`src/rtl/core/phc_pkg.sv`:
```
// ----------------------------------------------------------------------------
// phc_pkg
// Shared constants, operation codes and hash unit handshake types for the
// position hash cache.
// ----------------------------------------------------------------------------
package phc_pkg;

  localparam int WAYS_DEF        = 4;
  localparam int BUCKETS_DEF     = 4096;
  localparam int ACTION_BITS_DEF = 32;

  localparam logic [63:0] MIX_A = 64'hBF58_476D_1CE4_E5B9;
  localparam logic [63:0] MIX_B = 64'h94D0_49BB_1331_11EB;

  localparam logic [1:0] FN_PROBE = 2'd0;
  localparam logic [1:0] FN_STORE = 2'd1;
  localparam logic [1:0] FN_CLEAR = 2'd2;

  localparam int CFG_IDX_W  = 1;
  localparam int CFG_DATA_W = 31;
  localparam logic [CFG_IDX_W-1:0] CFG_MATE_LIMIT = 1'd0;
  localparam logic [CFG_IDX_W-1:0] CFG_GENERATION = 1'd1;

  localparam logic [30:0] MATE_LIMIT_RST = 31'd30000;
  localparam logic [15:0] GENERATION_RST = 16'd1;

  typedef struct packed {
    logic        start;
    logic [63:0] seed;
  } phc_mix_req_t;

  typedef struct packed {
    logic        done;
    logic [63:0] hash;
  } phc_mix_rsp_t;

endpackage

```
`src/rtl/core/phc_mixer.sv`:
```
// ----------------------------------------------------------------------------
// phc_mixer
// Multi-cycle 64-bit finalizer: each 64x64 product is built from three
// 32x32 partial products in one state and summed in the next.
// ----------------------------------------------------------------------------
module phc_mixer (
  input  logic                  clk,
  input  logic                  rst_n,
  input  phc_pkg::phc_mix_req_t req,
  output phc_pkg::phc_mix_rsp_t rsp
);

  typedef enum logic [2:0] {MX_IDLE, MX_P1, MX_C1, MX_P2, MX_C2} mx_state_t;

  mx_state_t   state_r;
  logic [63:0] x_r;
  logic [63:0] p_ll_r;
  logic [31:0] p_lh_r;
  logic [31:0] p_hl_r;
  logic        done_r;
  logic [63:0] k;
  logic [63:0] y;

  assign k = (state_r == MX_P1) ? phc_pkg::MIX_A : phc_pkg::MIX_B;
  assign y = p_ll_r + {p_lh_r + p_hl_r, 32'd0};

  always_ff @(posedge clk) begin
    if (!rst_n) begin
      state_r <= MX_IDLE;
      done_r  <= 1'b0;
    end else begin
      done_r <= (state_r == MX_C2);
      unique case (state_r)
        MX_IDLE: begin
          if (req.start) begin
            x_r     <= req.seed ^ (req.seed >> 30);
            state_r <= MX_P1;
          end
        end
        MX_P1, MX_P2: begin
          p_ll_r  <= 64'(x_r[31:0] * k[31:0]);
          p_lh_r  <= 32'(x_r[31:0] * k[63:32]);
          p_hl_r  <= 32'(x_r[63:32] * k[31:0]);
          state_r <= (state_r == MX_P1) ? MX_C1 : MX_C2;
        end
        MX_C1: begin
          x_r     <= y ^ (y >> 27);
          state_r <= MX_P2;
        end
        MX_C2: begin
          x_r     <= y ^ (y >> 31);
          state_r <= MX_IDLE;
        end
        default: state_r <= MX_IDLE;
      endcase
    end
  end

  assign rsp.done = done_r;
  assign rsp.hash = x_r;

endmodule

```
`config.mk`:
```
export PLATFORM = sky130hd
export DESIGN_NAME = phc_mixer
export DESIGN_NICKNAME = d
export VERILOG_FILES = /design/src/rtl/core/phc_pkg.sv /design/src/rtl/core/phc_mixer.sv
export SDC_FILE = /design/constraint.sdc
export NUM_CORES = 2
export LEC_CHECK = 0
export ABC_AREA = 1
export BUFFER_PORTS_ARGS = -buffer_cell sky130_fd_sc_hd__clkbuf_2
export CAP_MARGIN = 5
export CELL_PAD_IN_SITES_DETAIL_PLACEMENT = 0
export CELL_PAD_IN_SITES_GLOBAL_PLACEMENT = 1
export CORE_MARGIN = 3
export CORE_UTILIZATION = 52
export DETAILED_ROUTE_END_ITERATION = 8
export PLACE_DENSITY = 0.92
export SETUP_SLACK_MARGIN = 0.4
export SLEW_MARGIN = 20
export SYNTH_ARGS = -nofsm -noshare
export SYNTH_HDL_FRONTEND = slang
export SYNTH_SLANG_ARGS = --single-unit
```
`constraint.sdc`:
```
create_clock -name clk -period 15.4 [get_ports clk]
set_clock_uncertainty 0.2 [all_clocks]
set_input_delay 2.31 -clock clk [delete_from_list [all_inputs] [get_ports clk]]
set_output_delay 2.31 -clock clk [all_outputs]
set_load 0.03 [all_outputs]
```
After elaboration in Yosys (flattened, before gate mapping):

Cells that the tools add are included.

* add/sub/neg operators: 2
* multipliers: 3
* equality and inequality tests: 5
* mux-type cells: 6
* bitwise operators: 3
* reduce and logical (&&, ||, !) cells: 5

Operator list (count)
* 64-bit one-hot mux with 3 select lines: 1
* 64-bit adder: 1
* 32-bit by 32-bit multiplier with 32-bit output: 2
* 32-bit by 32-bit multiplier with 64-bit output: 1
* 64-bit two-way mux: 1
* 64-bit by 33-bit bitwise XOR with 64-bit output: 1
* 64-bit by 34-bit bitwise XOR with 64-bit output: 1
* 64-bit by 37-bit bitwise XOR with 64-bit output: 1
* 62-bit two-way mux: 1
* 32-bit adder: 1
* 3-bit one-hot mux with 3 select lines: 1
* 3-bit by 2-bit equality test with 1-bit output (second input constant): 2
* 3-bit two-way mux: 2
* 3-bit by 1-bit equality test with 1-bit output (second input constant): 1
* 3-bit equality test (second input constant): 1
* 3-bit logical NOT: 1
* 3-bit AND reduction: 1
* 3-bit nonzero test: 1
* 2-bit != test (second input constant): 1
* 2-bit AND reduction: 1
* 2-bit OR reduction: 1

* register bits: 196
* bits of input ports: 67
* output and inout bits: 65
* word-level logic and storage cells: 30

Logic depth before layout (Yosys ltp):

* depth after elaboration: 4
* mapped depth: 38
* mapped depth without buffers: 36

Worst setup path before layout:

OpenSTA, ideal clock, no wires.

* kind: input to register
* start point: input port rst_n
* end point: register p_hl_r[0] (enable)
* arrival time: 10.864 ns
* slack: 3.569 ns
* stages: 2
* path buffers: 0
* cells stage by stage: inv_1 > nor3_1

* word-level cells in the longest chain between the ends: 1

RTL lines
* from (decl): RTL line phc_mixer.sv:8 `input logic rst_n,`
* 2-bit AND reduction (no source line)
* to (signal assigned): RTL line phc_mixer.sv:43 `p_hl_r <= 32'(x_r[63:32] * k[31:0]);`
* to (decl): RTL line phc_mixer.sv:19 `logic [31:0] p_hl_r;`

Every way passes these cells.
A chain may end at the register's enable or synchronous reset.

Final worst setup path:

* start point: register x_r[2]
* end point: register p_ll_r[61], data pin

* word-level cells in the longest chain between the ends: 1

RTL lines
* from (decl): RTL line phc_mixer.sv:16 `logic [63:0] x_r;`
* from (signal assigned): RTL line phc_mixer.sv:36 `x_r <= req.seed ^ (req.seed >> 30);`
* from (signal assigned): RTL line phc_mixer.sv:47 `x_r <= y ^ (y >> 27);`
* from (signal assigned): RTL line phc_mixer.sv:51 `x_r <= y ^ (y >> 31);`
* 32-bit by 32-bit multiplier with 64-bit output: RTL line phc_mixer.sv:41 `p_ll_r <= 64'(x_r[31:0] * k[31:0]);`
* to (signal assigned): RTL line phc_mixer.sv:41
* to (decl): RTL line phc_mixer.sv:17 `logic [63:0] p_ll_r;`

Every way passes these cells.

==> impl_metrics.py <==
metrics = {
    "status": {
        "status": "finished, final reports clean",
    },
    "routing": {
        "final_antenna_net_count": 0,
        "via_count": 44432,
        "wl_mm": 208.7,
        "drc": 0,
        "drt-pass1-iter-count": 6,
        "avgViaCountPerCell": 5.489,
        "wl_per_cell_um": 25.79,
        "dr.first_iter.drc_count": 3650,
    },
    "logic_synthesis": {
        "synth-seq-cells": 194,
        "avgSynthCellArea_um2": 9.098,
        "synth_edf_count": 190,
        "synth.distinct_cells": 55,
        "ys.flop_type": "edfxtp_1",
        "netlist_instances": 6412,
        "yosysWarnings": 0,
        "synth-seq-area-share_pct": 9.917,
        "async_flop_share_pct": 0,
        "syn_area_um2": 58340,
    },
    "timing": {
        "fin_ws_ps": 5795,
        "timing.setup.tns_ps": 0,
        "rsz0062_at_grt": "no",
        "finalCriticalPeriod_ps": 9605,
        "setup_viol": 0,
        "max_freq_mhz": 104.1,
        "post-route-period-util_pct": 62.37,
        "worst_pin_slew_ps": 1065,
        "maxSlewHeadroom_pct": 28.77,
        "slew_viol_final": 0,
        "final_hold_viol_count": 0,
    },
    "place": {
        "portBuffers": 131,
        "dpl-instance-area_um2": 61250,
        "gp_congestion": 1.067,
        "hpwl_mm": 183.4,
        "pre_cts_ws_ps": 6003,
    },
    "floorplanning": {
        "core_um2": 111000,
        "die_w_um": 340.9,
        "rows": 122,
        "initial_core_util_pct": 52.57,
        "die_h_um": 340.9,
        "io_pins": 132,
        "dieArea_um2": 116200,
    },
    "setup_path": {
        "worst_ep_arrival_time_ps": 9660,
        "cp.required_ps": 15460,
        "rr_worst_depth": 26,
        "startpoint_type": "flop",
        "end_kind": "flop",
        "path_class": "reg2reg",
        "crit_fanout": 16,
    },
    "clocking": {
        "clock-root-buffer": "clkbuf_16",
        "cts_hold_buf": 0,
        "cts_tree": "done",
        "clkTransAtPathRegs_ps": 100,
        "cts.sinks": 194,
        "numCtsBuffers": 17,
        "cts_resized": 0,
        "insertion_delay_ps": 520,
        "clock_path_buffers": 2,
        "htreeDepth": 4,
        "cts_setup_buffers": 0,
    },
    "final_layout": {
        "drive_gt1_share_pct": 4.482,
        "num-nets-final": 8658,
        "area.growth.synth_to_final_pct": 5.993,
        "fin_area_um2": 61830,
        "fin_util_pct": 55.72,
    },
    "global_routing": {
        "grt_pass1_wl_mm": 306.7,
        "grt_use_total_pct": 36.58,
        "antenna_found_initial": 7,
        "grt_pass1_vias": 46906,
        "gr-total-overflow": 0,
        "grt_start_max_net_pins": 78,
    },
    "job": {
        "drv_cap": 0,
    },
    "min_path": {
        "hold_path_depth": 2,
        "hold_path.class": "reg2reg",
    },
}
==> layout make-up <==
class	count	area [um2]
multi-input combinational	4276	45270
inverter	1898	7124
sequential	194	5786
antenna	2	5.005
clock buffer	17	425.4
tap	1488	1862
timing repair buffer	204	1204
fill	10151	49140
clock inverter	15	156.4
==> final timing paths <==
check,from,end,slack (ps)
setup reg to reg,x_r[2],p_ll_r[61],5790
setup / recovery,x_r[2],p_ll_r[61],5790
hold / removal,state_r[1],state_r[2],370
hold reg to reg,state_r[1],state_r[2],370
==> Yosys cell counts, types with 28 or more instances <==
library cell     n  area share (%)
nand3_1        228             2.0
or2_2           35            0.38
a21oi_1        217             1.9
xor2_1         133             2.0
ha_1           831              18
nand2_1        754             4.9
a31oi_1         35            0.38
nor2_1         311             2.0
fa_1          1169              40
a21o_1          40            0.51
o21ai_0        188             1.6
nor3_1          28            0.24
inv_1         1891              12
edfxtp_1       190             9.8
clkbuf_1        85            0.55
xnor2_1         94             1.4
==> placed cells by master (no fill, tap or decap), types with 131 or more instances in the layout <==
cell type	netlist	routed
a21oi_1	217	217
clkbuf_2	0	131
edfxtp_1	190	190
fa_1	1169	1169
ha_1	831	831
inv_1	1891	1891
nand2_1	754	754
nand3_1	228	228
nor2_1	311	302
o21ai_0	188	188
xor2_1	133	133
==> state kept, by name, summed over array words and instances, names as in the netlist <==
| name | count |
|---|---|
| state_r | 3 |
| done_r | 1 |
| p_hl_r | 32 |
| x_r | 64 |
| p_ll_r | 64 |
| p_lh_r | 30 |
==> layer usage <==
layer	vias up	GRT usage (%)	part of all wire [%]
li1	19720	-	-
met1	22240	46.87	39
met2	1980	58.13	45
met3	488	6.830	8.2
met4	4	21.54	7.3
met5	-	0	0.012
==> cell families after synthesis <==
kind of cell               synth area share [%]
xor gates and xnor gates                  3.464
AOI/OAI and AO/OA                         5.486
buffers and inverters                     12.89
and+or+nand+nor                           10.19
adders and majority gates                 57.94
DFF                                       9.917
other                                   0.01287
muxes                                    0.1030
==> worst max-delay path: stages, from the launching register on <==
cell and delay [ps]:
edfxtp_1 340, buf_4 300, inv_1 210, nor2_4 450, clkinv_1 390, nor2_1 850
inv_1 210, nand2_1 110, inv_1 170, ha_1 250, or2_2 300, fa_1 420
fa_1 500, fa_1 610, fa_1 440, fa_1 480, fa_1 510, fa_1 420
ha_1 450, nand2_1 120, nor2_1 230, inv_1 110, nor4_1 350, o21ai_0 300
nand3_1 300, a21oi_1 140, xor2_1 160
==> through the flow <==
step                      hold WS [ps]  instances
final                            365.3       8094
after global routing             396.3       8092
after CTS                        360.0       8092
after detailed placement         366.4       8060
after global placement           344.2       8060
after floorplan                  296.1       6465
Power is left out: the tool's default activity adds up to more than one toggle a clock period on the data nets, which glitch-free logic cannot reach.
